$ cat src/srcomp_pkg.sv
`default_nettype none
package srcomp_pkg;

  localparam int unsigned DATA_W      = 64;
  localparam int unsigned MUL_DIGIT_W = 16;
  localparam int unsigned MUL_STEPS   = DATA_W / MUL_DIGIT_W;
  localparam int unsigned MUL_CNT_W   = $clog2(MUL_STEPS);
  localparam int unsigned DIV_CNT_W   = $clog2(DATA_W);

  localparam int unsigned KIND_W  = 2;
  localparam int unsigned RAW_W   = 20;
  localparam int unsigned VALUE_W = 33;
  localparam int unsigned CFG_W   = 64;
  localparam int unsigned CFG_IDX_W = 3;

  // Reading types
  typedef enum logic [KIND_W-1:0] {
    KIND_TEMP  = 2'd0,
    KIND_PRESS = 2'd1,
    KIND_HUM   = 2'd2,
    KIND_NONE  = 2'd3
  } kind_e;

  // Calibration register indexes
  typedef enum logic [CFG_IDX_W-1:0] {
    CFG_TEMP   = 3'd0,
    CFG_P_LOW  = 3'd1,
    CFG_P_HIGH = 3'd2,
    CFG_P_NINE = 3'd3,
    CFG_H_LOW  = 3'd4,
    CFG_H_HIGH = 3'd5
  } cfg_idx_e;

  // Largest humidity result: the upper clamp value after the shift
  localparam logic [VALUE_W-1:0] HUM_MAX_OUT = 33'd102400;

endpackage
`default_nettype wire

$ cat src/srcomp_mul.sv
`default_nettype none
// 64 x 64 multiply modulo 2^64, one 16-bit digit of the multiplier per cycle
module srcomp_mul (
  input  wire logic                              clk_i,
  input  wire logic                              rst_ni,
  input  wire logic                              start_i,
  input  wire logic [srcomp_pkg::DATA_W-1:0]     a_i,
  input  wire logic [srcomp_pkg::DATA_W-1:0]     b_i,
  output logic                                   done_o,
  output logic [srcomp_pkg::DATA_W-1:0]          p_o
);
  import srcomp_pkg::*;

  logic                    busy_q;
  logic                    done_q;
  logic [MUL_CNT_W-1:0]    cnt_q;
  logic [DATA_W-1:0]       mc_q;
  logic [DATA_W-1:0]       mp_q;
  logic [DATA_W-1:0]       acc_q;
  logic [DATA_W-1:0]       part;

  // One partial product per cycle
  assign part = DATA_W'(mc_q * mp_q[MUL_DIGIT_W-1:0]);

  // Control: count digits, pulse done after the last one
  always_ff @(posedge clk_i or negedge rst_ni) begin
    if (!rst_ni) begin
      busy_q <= 1'b0;
      done_q <= 1'b0;
      cnt_q  <= '0;
    end else begin
      done_q <= 1'b0;
      if (start_i) begin
        busy_q <= 1'b1;
        cnt_q  <= '0;
      end else if (busy_q) begin
        cnt_q <= cnt_q + 1'b1;
        if (&cnt_q) begin
          busy_q <= 1'b0;
          done_q <= 1'b1;
        end
      end
    end
  end

  // Datapath: accumulate and advance the digit window
  always_ff @(posedge clk_i) begin
    if (start_i) begin
      mc_q  <= a_i;
      mp_q  <= b_i;
      acc_q <= '0;
    end else if (busy_q) begin
      acc_q <= acc_q + part;
      mc_q  <= mc_q << MUL_DIGIT_W;
      mp_q  <= mp_q >> MUL_DIGIT_W;
    end
  end

  assign done_o = done_q;
  assign p_o    = acc_q;

endmodule
`default_nettype wire

$ cat config.mk
export PLATFORM = sky130hd
export DESIGN_NAME = srcomp_mul
export DESIGN_NICKNAME = d
export VERILOG_FILES = /design/src/srcomp_pkg.sv /design/src/srcomp_mul.sv
export SDC_FILE = /design/constraint.sdc
export NUM_CORES = 2
export LEC_CHECK = 0
export ABC_AREA = 0
export ABC_CLOCK_PERIOD_IN_PS = 13500
export BUFFER_PORTS_ARGS = -buffer_cell sky130_fd_sc_hd__buf_2
export CORE_ASPECT_RATIO = 0.6
export CORE_UTILIZATION = 50
export DETAILED_ROUTE_END_ITERATION = 8
export HOLD_SLACK_MARGIN = 0.02
export PLACE_DENSITY = 0.72
export SLEW_MARGIN = 25
export SYNTH_ARGS = -nofsm -noshare
export SYNTH_HDL_FRONTEND = slang
export SYNTH_SLANG_ARGS = --single-unit
$ cat constraint.sdc
create_clock -name clk_i -period 13.5 [get_ports clk_i]
set_input_delay 0 -clock clk_i [delete_from_list [all_inputs] [get_ports clk_i]]
set_output_delay 0 -clock clk_i [all_outputs]
set_load 0.1 [all_outputs]
==> impl_metrics.json <==
{
  "antenna_found_initial": 2,
  "timing.hold.ws_ns": 0.0689,
  "drc": 0,
  "nets": 5160,
  "yosysTopAreaCellShare_pct": 44.6,
  "fin_cells": 5105,
  "area_delta_synth_final_pct": 9.73,
  "grt_usage_pct": 33.0,
  "timing.final.crit_period_ns": 7.91,
  "clk_latency_ns": 0.53,
  "start_util_pct": 50.8,
  "io_pins": 196,
  "tightest_slew_ns": 1.18,
  "worstSetupPathType": "flip-flop to flip-flop",
  "synth_cells": 3943,
  "wirelength_um": 116000,
  "place.gp.congestion": 0.986,
  "cts_root_buf": "clkbuf_16",
  "yosysTopAreaCell": "fa_1",
  "layout_commonest_cell": "inv_1",
  "post_drt_wl_per_cell_um": 22.8,
  "synth_fp_nets": 4989,
  "status": "complete, no violations",
  "syn_area_um2": 36600,
  "rr_startpoint": "mp_q[2]",
  "crit_arrival_ns": 8.32,
  "drt_first_pass_iters": 6,
  "place_inst": 4937,
  "multiInputGateArea_um2": 26500,
  "worst-r2r-cell-count": 23,
  "maxSlewViolCount": 0,
  "setup-tns-final_ns": 0,
  "synthArstFlopShare_pct": 2.04,
  "finClkSkew_ns": 0.0270,
  "ys_warn_count": 0,
  "core_area_um2": 72000,
  "setup_violations": 0,
  "drt_iter0_markers": 2983,
  "ys_seq_elements": 196,
  "grt_max_degree": 91,
  "ff_latch_area_um2": 5230,
  "max_cap_violations": 0,
  "synth.distinct_cells": 80,
  "reg2reg_slack_ns": 5.59,
  "rsz0062_at_grt": "false",
  "htreeDepth": 4,
  "portBuffers": 195,
  "setup.worst_path.start": "mp_q[2]",
  "crit_path_end_kind": "flip-flop",
  "cts_tree": "done",
  "die_w_um": 351,
  "synthTopCellsByArea": "fa_1 45%, inv_1 11%, edfxtp_1 11%",
  "numCtsBuffers": 17,
  "avgSynthCellArea_um2": 9.27,
  "clk_pin_slew_ns": 0.09,
  "startpoint_type": "flip-flop",
  "fp-row-count": 76,
  "final_cell_mix": "1044 x inv_1, 814 x fa_1, 690 x nand2_1",
  "dp.final_hpwl_um": 84000,
  "relSlewSlack_pct": 21.5,
  "hold_class": "input port to flip-flop",
  "postCtsSetupBuffers": 0,
  "clock-sinks": 196,
  "fill_cells": 6306,
  "hold_violations": 0,
  "num_vias": 27800,
  "die_h_um": 211,
  "ant_nets": 0,
  "path_max_fanout": 62,
  "r2r_end": "p_o[55]",
  "grt_pass1_wl_um": 180000,
  "ys.flop_type": "edfxtp_1",
  "grt_overflow": 0,
  "seq_area_frac_synth_pct": 14.3,
  "grt_pass1_vias": 29700,
  "cts.repair.resized": 0,
  "crit_path_end": "p_o[55]",
  "final_core_util_pct": 55.7,
  "die_area_um2": 74200,
  "timing.final.crit_share_pct": 58.6,
  "via_per_inst": 5.44,
  "clock_path_buffers": 2,
  "worstPathRequired_ns": 13.91,
  "drive_gt1_share_pct": 9.38,
  "clock.fmax_ghz": 0.126,
  "synth_edf_count": 128
}
[sequential cells by signal (all words and copies together), names as in the netlist]
signal and count:
busy_q 1, cnt_q 2, done_o 1, mc_q 64
mp_q 64, p_o 64
[metrics by stage]
stage / cell area [um^2] / setup slack, ns
finish: 40100 / 5.59
global route: 40100 / 5.31
CTS: 40100 / 5.86
detailed placement: 38100 / 5.88
global placement: 38100 / 5.91
floorplan: 36600 / 6.99
[how the worst min path moves through the flow]
| stage | startpoint | end | slack [ns] | depth (start not counted) |
|---|---|---|---|---|
| floorplan | rst_ni | busy_q | -0.30 | 0 |
| global placement | rst_ni | done_o | -0.19 | 1 |
| detailed placement | rst_ni | done_o | -0.19 | 1 |
| CTS | start_i | mp_q[55] | 0.05 | 2 |
| global route | start_i | mp_q[55] | 0.09 | 2 |
| finish | start_i | mp_q[55] | 0.07 | 2 |
[cell type report]
class / count / share of cell area [%]
Clock inverter: 14 / 0.452
Tap cell: 975 / 3.04
Sequential cell: 196 / 13.0
Antenna cell: 3 / 0.0187
Multi-Input combinational cell: 2492 / 66.2
Clock buffer: 18 / 1.07
Timing Repair Buffer: 362 / 6.43
Inverter: 1045 / 9.79
[cells in the mapped netlist (5+ instances only)]
| master | n |
|---|---|
| a211oi_1 | 12 |
| a21o_1 | 32 |
| a21oi_1 | 61 |
| a31oi_1 | 11 |
| and2_1 | 293 |
| and3_1 | 7 |
| buf_1 | 11 |
| buf_2 | 8 |
| clkbuf_1 | 182 |
| dfxtp_1 | 64 |
| edfxtp_1 | 128 |
| fa_1 | 814 |
| ha_1 | 101 |
| inv_1 | 1044 |
| mux2_2 | 97 |
| mux2i_1 | 31 |
| nand2_1 | 690 |
| nand3_1 | 16 |
| nand4_1 | 17 |
| nor2_1 | 58 |
| nor2b_1 | 9 |
| nor3_1 | 10 |
| o211ai_1 | 7 |
| o21a_1 | 13 |
| o21ai_0 | 26 |
| o21ai_1 | 5 |
| o21bai_1 | 7 |
| o22ai_1 | 24 |
| or3_1 | 6 |
| xnor2_1 | 60 |
| xor2_1 | 22 |
[worst max-delay path, stage by stage, from the launching register on]
cell and delay [ns]:
edfxtp_1 0.33, buf_4 0.78, nand2_1 0.18, fa_1 0.56, inv_1 0.06, fa_1 0.52, inv_1 0.05, fa_1 0.49
inv_1 0.05, fa_1 0.49, fa_1 0.49, inv_1 0.05, fa_1 0.47, inv_1 0.04, ha_1 0.47, nand4_1 0.26
or3_1 0.50, a2111oi_2 0.30, o31ai_1 0.15, nand3_1 0.41, a31oi_1 0.34, o31ai_1 0.40, mux2i_1 0.22, nand2_1 0.07
[layer usage]
metal	GRT usage (%)	vias up	wire, um
met1	48.0	13900	49400
li1	-	11800	-
met3	15.6	175	19500
met4	8.24	2	2490
met2	43.6	1925	45000
met5	1.12	-	9
[cells by family after synthesis]
logic type	share of synthesized area, %
adder cells (fa/ha/maj)	48.0
flip-flops	14.3
AND/OR/NAND/NOR	14.2
XOR/XNOR	1.96
multiplexers	3.84
buffers and inverters	13.1
AO/OA/AOI/OAI	4.53
[what timing repair did]
item	4_1_cts	5_1_grt
hold buffers	130	0
hold endpoints to repair	132	0
endpoints found under the setup margin	0	0
Power is left out: the tool's default activity adds up to more than one toggle a clock period on the data nets, which glitch-free logic cannot reach.
