[src/srcomp_pkg.sv]
`default_nettype none
package srcomp_pkg;

  localparam int unsigned DATA_W      = 64;
  localparam int unsigned MUL_DIGIT_W = 16;
  localparam int unsigned MUL_STEPS   = DATA_W / MUL_DIGIT_W;
  localparam int unsigned MUL_CNT_W   = $clog2(MUL_STEPS);
  localparam int unsigned DIV_CNT_W   = $clog2(DATA_W);

  localparam int unsigned KIND_W  = 2;
  localparam int unsigned RAW_W   = 20;
  localparam int unsigned VALUE_W = 33;
  localparam int unsigned CFG_W   = 64;
  localparam int unsigned CFG_IDX_W = 3;

  // Reading types
  typedef enum logic [KIND_W-1:0] {
    KIND_TEMP  = 2'd0,
    KIND_PRESS = 2'd1,
    KIND_HUM   = 2'd2,
    KIND_NONE  = 2'd3
  } kind_e;

  // Calibration register indexes
  typedef enum logic [CFG_IDX_W-1:0] {
    CFG_TEMP   = 3'd0,
    CFG_P_LOW  = 3'd1,
    CFG_P_HIGH = 3'd2,
    CFG_P_NINE = 3'd3,
    CFG_H_LOW  = 3'd4,
    CFG_H_HIGH = 3'd5
  } cfg_idx_e;

  // Largest humidity result: the upper clamp value after the shift
  localparam logic [VALUE_W-1:0] HUM_MAX_OUT = 33'd102400;

endpackage
`default_nettype wire

[src/srcomp_div.sv]
`default_nettype none
// Signed 64-bit division truncating toward zero, one quotient bit per cycle
module srcomp_div (
  input  wire logic                              clk_i,
  input  wire logic                              rst_ni,
  input  wire logic                              start_i,
  input  wire logic [srcomp_pkg::DATA_W-1:0]     num_i,
  input  wire logic [srcomp_pkg::DATA_W-1:0]     den_i,
  output logic                                   done_o,
  output logic [srcomp_pkg::DATA_W-1:0]          quo_o
);
  import srcomp_pkg::*;

  logic                  busy_q;
  logic                  done_q;
  logic [DIV_CNT_W-1:0]  cnt_q;
  logic                  neg_q;
  logic [DATA_W-1:0]     rem_q;
  logic [DATA_W-1:0]     quo_q;
  logic [DATA_W-1:0]     den_q;
  logic [DATA_W:0]       rem_sh;
  logic [DATA_W:0]       diff;
  logic [DATA_W-1:0]     num_abs;
  logic [DATA_W-1:0]     den_abs;

  assign num_abs = num_i[DATA_W-1] ? (~num_i + 1'b1) : num_i;
  assign den_abs = den_i[DATA_W-1] ? (~den_i + 1'b1) : den_i;
  assign rem_sh  = {rem_q, quo_q[DATA_W-1]};
  assign diff    = rem_sh - {1'b0, den_q};

  // Control: one step per quotient bit
  always_ff @(posedge clk_i or negedge rst_ni) begin
    if (!rst_ni) begin
      busy_q <= 1'b0;
      done_q <= 1'b0;
      cnt_q  <= '0;
    end else begin
      done_q <= 1'b0;
      if (start_i) begin
        busy_q <= 1'b1;
        cnt_q  <= '0;
      end else if (busy_q) begin
        cnt_q <= cnt_q + 1'b1;
        if (&cnt_q) begin
          busy_q <= 1'b0;
          done_q <= 1'b1;
        end
      end
    end
  end

  // Restoring division on magnitudes
  always_ff @(posedge clk_i) begin
    if (start_i) begin
      neg_q <= num_i[DATA_W-1] ^ den_i[DATA_W-1];
      rem_q <= '0;
      quo_q <= num_abs;
      den_q <= den_abs;
    end else if (busy_q) begin
      if (!diff[DATA_W]) begin
        rem_q <= diff[DATA_W-1:0];
        quo_q <= {quo_q[DATA_W-2:0], 1'b1};
      end else begin
        rem_q <= rem_sh[DATA_W-1:0];
        quo_q <= {quo_q[DATA_W-2:0], 1'b0};
      end
    end
  end

  assign done_o = done_q;
  assign quo_o  = neg_q ? (~quo_q + 1'b1) : quo_q;

endmodule
`default_nettype wire

[config.mk]
export PLATFORM = sky130hd
export DESIGN_NAME = srcomp_div
export DESIGN_NICKNAME = d
export VERILOG_FILES = /design/src/srcomp_pkg.sv /design/src/srcomp_div.sv
export SDC_FILE = /design/constraint.sdc
export NUM_CORES = 1
export LEC_CHECK = 0
export BUFFER_PORTS_ARGS = -buffer_cell sky130_fd_sc_hd__buf_2
export CORE_ASPECT_RATIO = 0.6
export CORE_MARGIN = 2
export CORE_UTILIZATION = 56
export DETAILED_ROUTE_END_ITERATION = 10
export HOLD_SLACK_MARGIN = 0.1
export PLACE_DENSITY_LB_ADDON = 0.05
export SLEW_MARGIN = 20
export SYNTH_ARGS = -nofsm -noshare
export SYNTH_HDL_FRONTEND = slang
export SYNTH_SLANG_ARGS = --single-unit
[constraint.sdc]
create_clock -name clk_i -period 5.5 [get_ports clk_i]
set_clock_uncertainty 0.2 [all_clocks]
set_input_delay 0.55 -clock clk_i [delete_from_list [all_inputs] [get_ports clk_i]]
set_output_delay 0.55 -clock clk_i [all_outputs]
set_load 0.02 [all_outputs]
==> metrics.txt, run 1 <==
status completed; Pleak 6.796 nW; first-pass GRT wire length 71.17 mm; DRT Wirelength 45.89 mm; Area contributors post-synth edfxtp_1 (25%), xnor2_1 (9.1%), dfxtp_1 (8.2%); Endpoint, Worst Hold den_q[39]; ys async rst share 0.03980; synth unique cells 69; R2R Path Start quo_q[63]; critical path endpoint category output pin; H-tree levels 1; total of max-cap violations 0; Post-synth EDFFs 129; Die Height 133.2 µm; CTS Hold Buffers Added 1; Syn Inst Count 1860; initial DRC count 1426; post-synthesis register bit count 201; pwr/cell area 351.6 mW/mm²; initial antenna violation count 0; CP max FO 6; sequential element share of the synthesized area 0.3438; Reg clk slew, reported paths 0.06 ns; Worst VDD drop 0.2455 mV; RSZ-0062 raised after global routing no; slew margin rel. 0.2740; crit-path cells or3_1 > or3_1 > or3_1 > or4_1 > or2_1 > nor2_1 > nand2_1 > or3_1 > o31ai_1 > xnor2_1 > buf_2; Post-synth top flop edfxtp_1; Remaining Overflow, GRT 0; Avg Synthesized Cell Area 8.374 µm²; Layout fillers 2375; reg2reg path depth 15; reg-to-reg setup timing slack 0.70 ns; Crit path top cell by count or3_1; Slew Limit Fails 0; Final Hold Fails 0; share of layout cells above drive strength 1 0.1420; Initial DRT Pass Iterations 5; Vias/cell 6.070; antenna cells 0; Antenna Nets Post-Route 0; drc violations 0; num rows 47; vias in the first global route 12850; clk_lat worst skew 0.52 ns; Setup crit start quo_q[5]; Final period util 0.9656; die area 0.02921 mm²; Initial Util 0.5671; critical path's top delay family simple AND/OR/NAND/NOR gates; Area Growth Syn to Fin 12.32%; Crit path required time 4.75 ns; CTS tree built; Tmin final 5.311 ns; Post-CTS Setup Bufs 0; worst min path class input pin to flop; dpl hpwl 35.31 mm; worst path arrival time 4.56 ns; DR WL/cell 19.33 µm; Setup Crit Path Kind flop to output pin; final setup vio count 0; CP startpoint kind flop; worst-case clock buffer depth 3; Synth area leader edfxtp_1; reg-to-reg endpoint rem_q[63]; syn_nets 2060; clock buffer count from CTS 21; actual slew at the worst max-slew pin 1.089 ns; Hold Path Origin den_i[39]; number of placed I/O pins 196; clk sinks 201; largest net degree at the start of global routing 91; Overall Power 6.151 mW; Core ar. 0.02746 mm²; hold path cells 2; setup TNS 0 ns; Resized cells post-CTS 0; GP Congestion 0.9906; area share of the largest cell type after synthesis 0.2487; routed vias 14410; slowest stage delay, CP 0.56 ns; port bufs 195; Worst Path Buf+Inv 1; DIE WIDTH 219.3 µm; slowest CP cell or4_1; GRT Overall Usage 0.3098; Synth warnings 0; Final #Nets 2192; Root Driver clkbuf_16; Cell Area, Synth 0.01557 mm²; Fmax 188.3 MHz
cell usage in the layout (no fill, tap or decap), types with 25 or more instances in the layout:
master	count
nand2_1	198
buf_2	194
dfxtp_1	64
a311oi_1	27
xor2_1	79
inv_1	97
a211oi_1	26
or3_1	39
edfxtp_1	129
nor2_1	180
a21oi_1	154
nor3_1	29
o31ai_1	61
ha_1	68
o41ai_1	25
nand4_1	28
o21ai_0	129
xnor2_1	162
cells by family (layout without fill, tap and decap cells):
group | count (synthesis) | after routing | synth area share
fa+ha+maj | 69 | 69 | 0.05591
buf+inv | 198 | 345 | 0.04804
compound gates | 520 | 520 | 0.2142
simple gates | 605 | 605 | 0.1849
mux | 26 | 26 | 0.01759
flops | 201 | 201 | 0.3438
xor+xnor | 241 | 241 | 0.1355
metrics by stage:
| step | setup slack, ns | utilization | instances | instance area [µm²] | hold slack, ns |
|---|---|---|---|---|---|
| 6_report | 0.1893 | 0.6370 | 2374 | 17490 | 0.1421 |
| 5_1_grt | 0.05733 | 0.6370 | 2374 | 17490 | 0.1338 |
| 4_1_cts | 0.2458 | 0.6370 | 2374 | 17490 | 0.1156 |
| 3_5_place_dp | 0.7040 | 0.6096 | 2335 | 16740 | 0.1998 |
| 3_3_place_gp | 0.9076 | 0.6096 | 2335 | 16740 | 0.2007 |
| 2_1_floorplan | 1.278 | - | 1860 | 15570 | 0.05441 |
cell type report:
type,count,area [µm²],area share
Multi-Input combinational cell,1461,9473,0.5415
Sequential cell,201,5359,0.3063
Clock inverter,12,157.7,0.009012
Tap cell,367,459.2,0.02625
Timing Repair Buffer,209,1092,0.06244
Inverter,98,367.9,0.02103
Clock buffer,26,585.6,0.03347
worst register-to-register path: stages (launching register included):
cell and delay (ns):
edfxtp_1 0.44, inv_1 0.07, ha_1 0.22, fa_1 0.38, nand2b_1 0.19, a21oi_1 0.20, o21ai_0 0.28, o21ai_0 0.32
a41oi_1 0.23, or3b_2 0.54, a221o_2 0.38, buf_4 0.40, nor2b_1 0.27, a311oi_1 0.24, o21ai_0 0.12, a221oi_1 0.23
where the power goes:
group / switching, mW / leakage (nW) / internal (mW)
sequential: 0.224 / 1.92 / 1.86
combinational: 1.55 / 4.52 / 0.957
clock: 0.649 / 0.357 / 0.908
total: 2.42 / 6.80 / 3.73
worst max path at each step:
stage                      to  slack [ns]  cells after the start
floorplan           quo_o[60]        1.28                     11
global placement    quo_o[60]        0.91                     11
detailed placement  rem_q[63]        0.70                     15
CTS                 quo_o[60]        0.25                     11
global route        quo_o[60]        0.06                     11
finish              quo_o[60]        0.19                     11
flip-flops by register name (all words and copies together) (netlist names):
| name | cells |
|---|---|
| quo_q | 64 |
| busy_q | 1 |
| done_o | 1 |
| cnt_q | 6 |
| neg_q | 1 |
| rem_q | 64 |
| den_q | 64 |
per-layer routing:
| metal | vias up | track usage | part of all wire |
|---|---|---|---|
| li1 | 6999 | - | - |
| met1 | 6770 | 0.4999 | 0.51 |
| met2 | 607 | 0.3777 | 0.36 |
| met3 | 35 | 0.1331 | 0.13 |
| met4 | 0 | 0.03491 | 0.0092 |
| met5 | - | 0 | 0 |
cell usage after synthesis, types with 3 or more instances:
master      n
a21oi_1   154
nor4_1     15
inv_1      98
or3_1      39
a211oi_1   26
a211o_1     3
nand3b_1    4
nand3_1    17
o21a_1      8
clkbuf_1   93
nor3_1     29
or2_1       4
nor3b_1     3
a31oi_1     5
a41oi_1     4
edfxtp_1  129
a311oi_1   27
and2_1     10
buf_1       5
and3_1      8
or3_4       3
dfrtp_1     8
mux2_2     11
o21bai_1   16
mux2i_1    15
ha_1       68
o31ai_1    61
xnor2_1   162
dfxtp_1    64
nor2b_1     6
or4_4       3
xor2_1     79
or4_1      22
or2_2       7
nand4_1    28
o41ai_1    25
nand2b_1   20
o211ai_1   16
a21o_1     13
a21boi_0    5
o21ai_0   129
a221oi_1    5
nand2_1   198
nor2_1    180
(Power assumes the default switching activity.)
==> run 2: changes to the inputs <==
--- a/config.mk
+++ b/config.mk
@@ -12,6 +12,7 @@
 export DETAILED_ROUTE_END_ITERATION = 10
 export HOLD_SLACK_MARGIN = 0.1
 export PLACE_DENSITY_LB_ADDON = 0.05
+export SETUP_SLACK_MARGIN = 0.2
 export SLEW_MARGIN = 20
 export SYNTH_ARGS = -nofsm -noshare
 export SYNTH_HDL_FRONTEND = slang
==> metrics.txt, run 2 (synthesis results as in run 1) <==
status completed; Endpoint, Worst Hold den_q[39]; DRT Wirelength 45.94 mm; GRT met2 Usage 0.3777; GP Congestion 0.9906; Slew Limit Fails 0; Reg clk slew, reported paths 0.06 ns; Fmax 193.4 MHz; total of max-cap violations 0; pre-CTS setup slack 0.7040 ns; worst min path class input pin to flop; Final Hold Fails 0; Area Growth Syn to Fin 12.40%; commonest non-fill, non-tap cell in the layout nand2_1; drc violations 0; final setup vio count 0; grt met3 use 0.1331; pwr/cell area 351.2 mW/mm²; Regs by FF count den_q x64, quo_q x64, rem_q x64; RSZ-0062 raised after global routing no; routed vias 14360; clk_lat worst skew 0.52 ns; Root Driver clkbuf_16; antenna cells 0; clk sinks 201; Remaining Overflow, GRT 0; GRT Overall Usage 0.3098; Final period util 0.9400; routing usage on met1 0.4999; critical path's top delay family simple AND/OR/NAND/NOR gates; Vias/cell 6.049; Worst VDD drop 0.2456 mV; Worst Path Buf+Inv 1; die area 0.02921 mm²; Initial DRT Pass Iterations 5; share of layout cells above drive strength 1 0.1435; reg-to-reg setup timing slack 0.70 ns; setup TNS 0 ns; CTS tree built; num rows 47; slew margin rel. 0.2710; critical path endpoint category output pin; number of placed I/O pins 196; Initial Util 0.5671; H-tree levels 1; Hold Path Origin den_i[39]; commonest non-fill, non-tap cells in the layout nand2_1 (198), buf_2 (194), nor2_1 (179); reg2reg path depth 15; slowest CP cell or4_1; Tmin final 5.170 ns; worst path arrival time 4.42 ns; largest net degree at the start of global routing 91; R2R Path Start quo_q[63]; Setup Crit Path Kind flop to output pin; initial DRC count 1458; port bufs 195; hold path cells 2; Crit path top cell by count or3_1; vias in the first global route 12850; busiest grt layer met1; clock buffer count from CTS 21; Final #Nets 2192; actual slew at the worst max-slew pin 1.093 ns; DR WL/cell 19.35 µm; CP max FO 6; worst-case clock buffer depth 3; slowest stage delay, CP 0.56 ns; Core ar. 0.02746 mm²; Final Worst Setup Slack 0.3300 ns; crit-path cells or3_1 > or3_1 > or3_1 > or4_1 > or2_4 > nor2_2 > nand2_1 > or3_1 > o31ai_1 > xnor2_1 > buf_2; reg-to-reg endpoint rem_q[63]; Antenna Nets Post-Route 0; first-pass GRT wire length 71.17 mm; DIE WIDTH 219.3 µm; Crit path required time 4.75 ns; Pleak 6.797 nW; initial antenna violation count 0; CP startpoint kind flop; Die Height 133.2 µm; dpl hpwl 35.31 mm
run 2: cell counts in the layout (fill, tap and decap cells not counted):
Identical to the previous run, type by type.
run 2: power breakdown:
part           switching, mW  internal (mW)
clock                  0.648          0.908
combinational           1.55          0.957
sequential             0.225           1.86
total                   2.42           3.73
run 2: metrics by stage:
step | util | instances | power [mW] | hold WS (ns) | instance area, µm²
global route | 0.6374 | 2374 | 6.485 | 0.1338 | 17510
finish | 0.6374 | 2374 | 6.148 | 0.1425 | 17510
floorplan | - | 1860 | 3.819 | 0.05441 | 15570
global placement | 0.6096 | 2335 | 4.505 | 0.2007 | 16740
CTS | 0.6370 | 2374 | 6.096 | 0.1156 | 17490
detailed placement | 0.6096 | 2335 | 4.537 | 0.1998 | 16740
run 2: worst max-delay path by stage:
stage / from / to / slack (ns) / depth (start not counted)
2_1_floorplan: quo_q[5] / quo_o[60] / 1.28 / 11
3_3_place_gp: quo_q[5] / quo_o[60] / 0.91 / 11
3_5_place_dp: quo_q[63] / rem_q[63] / 0.70 / 15
4_1_cts: quo_q[5] / quo_o[60] / 0.25 / 11
5_1_grt: quo_q[5] / quo_o[60] / 0.20 / 11
6_report: quo_q[5] / quo_o[60] / 0.33 / 11
run 2: worst reg2reg max path, stage by stage, from the launching register on:
cell,delay (ns)
edfxtp_1,0.44
inv_1,0.07
ha_1,0.22
fa_1,0.38
nand2b_1,0.19
a21oi_1,0.20
o21ai_0,0.29
o21ai_0,0.32
a41oi_1,0.23
or3b_2,0.54
a221o_2,0.38
buf_4,0.39
nor2b_1,0.27
a311oi_1,0.25
o21ai_0,0.12
a221oi_1,0.23
run 2: final cells by class:
cell class	instances	area (µm²)
inverters	98	367.9
clock buffers	26	585.6
fillers	2375	9957
well taps	367	459.2
multi-input cells	1461	9484
flip-flops and latches	201	5359
repair buffers	209	1092
clock inverters	12	157.7
run 2: what timing repair did:
item,CTS,global route
hold buffers,1,0
endpoints found under the setup margin,0,7
resized for setup,0,3
hold endpoints to repair,8,0
setup buffers,0,0
run 2: routing by layer:
metal	routed length, µm	part of all wire
met1	23110	0.50
met3	6016	0.13
met2	16390	0.36
met5	0	0
met4	415	0.0090
==> run 3: changes to the inputs <==
--- a/config.mk
+++ b/config.mk
@@ -5,6 +5,7 @@
 export SDC_FILE = /design/constraint.sdc
 export NUM_CORES = 1
 export LEC_CHECK = 0
+export ABC_CLOCK_PERIOD_IN_PS = 5500
 export BUFFER_PORTS_ARGS = -buffer_cell sky130_fd_sc_hd__buf_2
 export CORE_ASPECT_RATIO = 0.6
 export CORE_MARGIN = 2
@@ -12,6 +13,7 @@
 export DETAILED_ROUTE_END_ITERATION = 10
 export HOLD_SLACK_MARGIN = 0.1
 export PLACE_DENSITY_LB_ADDON = 0.05
+export RECOVER_POWER = 100
 export SETUP_SLACK_MARGIN = 0.2
 export SLEW_MARGIN = 20
 export SYNTH_ARGS = -nofsm -noshare
==> metrics.txt, run 3 (synthesis results as in run 1) <==
pwr/cell area 353.6 mW/mm²; dpl hpwl 35.31 mm; Pleak 6.558 nW; setup TNS 0 ns; Design Area, Final 0.01733 mm²; Vias/cell 6.094; H-tree levels 1; first-pass GRT wire length 71.17 mm; Final Hold Fails 0; total of max-cap violations 5; commonest non-fill, non-tap cells in the layout nand2_1 (198), nor2_1 (180), xnor2_1 (162); slew margin rel. -1.466; Antenna Nets Post-Route 0; Setup Crit Path Kind flop to output pin; worst min path class input pin to flop; share of layout cells above drive strength 1 0.09965; Core ar. 0.02746 mm²; hold slack 0.1406 ns; Psw 2.429 mW; antenna cells 0; Post-CTS Setup Bufs 0; Regs by FF count den_q x64, quo_q x64, rem_q x64; Reg clk slew, reported paths 0.06 ns; Die Height 133.2 µm; Internal 3.698 mW; final setup vio count 0; Overall Power 6.127 mW; routed vias 14470; status finished, violations left; clk sinks 201; Remaining Overflow, GRT 0; clk_lat worst skew 0.52 ns; RSZ-0062 raised after global routing no; Post-DP Area 0.01674 mm²; clock network power share 0.254; DIE WIDTH 219.3 µm; Final #Nets 2192; Core Util, Final 0.6310; Worst VDD drop 0.2452 mV; Net Sw Frac 0.3965; Area Growth Syn to Fin 11.26%; DRT Wirelength 46.17 mm; Initial DRT Pass Iterations 5; combinational share of power 0.405; CP startpoint kind flop; Slew Limit Fails 283; Tmin final 5.233 ns; Crit path required time 4.75 ns; initial DRC count 1436; GP Congestion 0.9906; GRT Overall Usage 0.3098; critical path endpoint category output pin; CTS tree built; failing checks max-capacitance violations, max-slew violations; num rows 47; number of placed I/O pins 196; commonest non-fill, non-tap cell in the layout nand2_1; die area 0.02921 mm²; largest net degree at the start of global routing 91; vias in the first global route 12850; Final period util 0.9515; port bufs 195; Initial Util 0.5671; Fmax 191.1 MHz; register share of total power 0.341; worst path arrival time 4.48 ns; actual slew at the worst max-slew pin 3.699 ns; Root Driver clkbuf_16; worst-case clock buffer depth 3; clock buffer count from CTS 21; initial antenna violation count 0; CP max FO 6; drc violations 0; DR WL/cell 19.45 µm
==> run 3: final cells by class <==
cell class              count  area, µm²
clock buffers              26      585.6
flip-flops and latches    201       5355
fillers                  2441      10130
inverters                  98      367.9
clock inverters            12      157.7
multi-input cells        1461       9419
well taps                 367      459.2
repair buffers            209      983.4
==> run 3: metal layers <==
metal	GRT usage	vias up	routed length, µm
li1	-	7005	-
met1	0.4999	6809	23180
met2	0.3777	613	16490
met3	0.1331	39	6068
met4	0.03491	0	436
met5	0	-	0
==> run 3: timing repair <==
action | 4_1_cts | 5_1_grt
hold endpoints to repair | 8 | 0
hold buffers | 1 | 0
endpoints found under the setup margin | 0 | 7
gates resized for setup | 0 | 3
==> run 3: final timing paths <==
kind	startpoint	endpoint	slack, ns	cells after the start
setup / recovery	quo_q[5]	quo_o[60]	0.27	11
hold / removal	den_i[39]	den_q[39]	0.14	2
setup reg to reg	quo_q[63]	rem_q[46]	0.44	14
hold reg to reg	rem_q[51]	rem_q[51]	0.30	2
max in group asynchronous	rst_ni	cnt_q[1]	4.53	2
min in group asynchronous	rst_ni	cnt_q[3]	0.28	2
==> run 3: stage by stage <==
stage          setup WS [ns]  cells
6_report              0.2667   2374
5_1_grt               0.1217   2374
4_1_cts               0.2458   2374
3_5_place_dp          0.7040   2335
3_3_place_gp          0.9076   2335
2_1_floorplan          1.278   1860
==> run 3: power groups by stage <==
stage               Clock, mW  Sequential [mW]  Combinational (mW)
CTS                      1.57             2.08                2.45
global placement            0             2.10                2.41
global route             1.62             2.12                2.71
finish                   1.56             2.09                2.48
detailed placement          0             2.11                2.43
floorplan                   0             2.03                1.79
==> run 3: critical path: stages, from the launching register on <==
cell      delay [ns]
edfxtp_1        0.44
or3_1           0.40
or3_1           0.35
or3_1           0.32
or4_1           0.56
or2_4           0.35
nor2_1          0.25
nand2_1         0.19
or3_1           0.45
o31ai_1         0.31
xnor2_1         0.16
buf_2           0.18
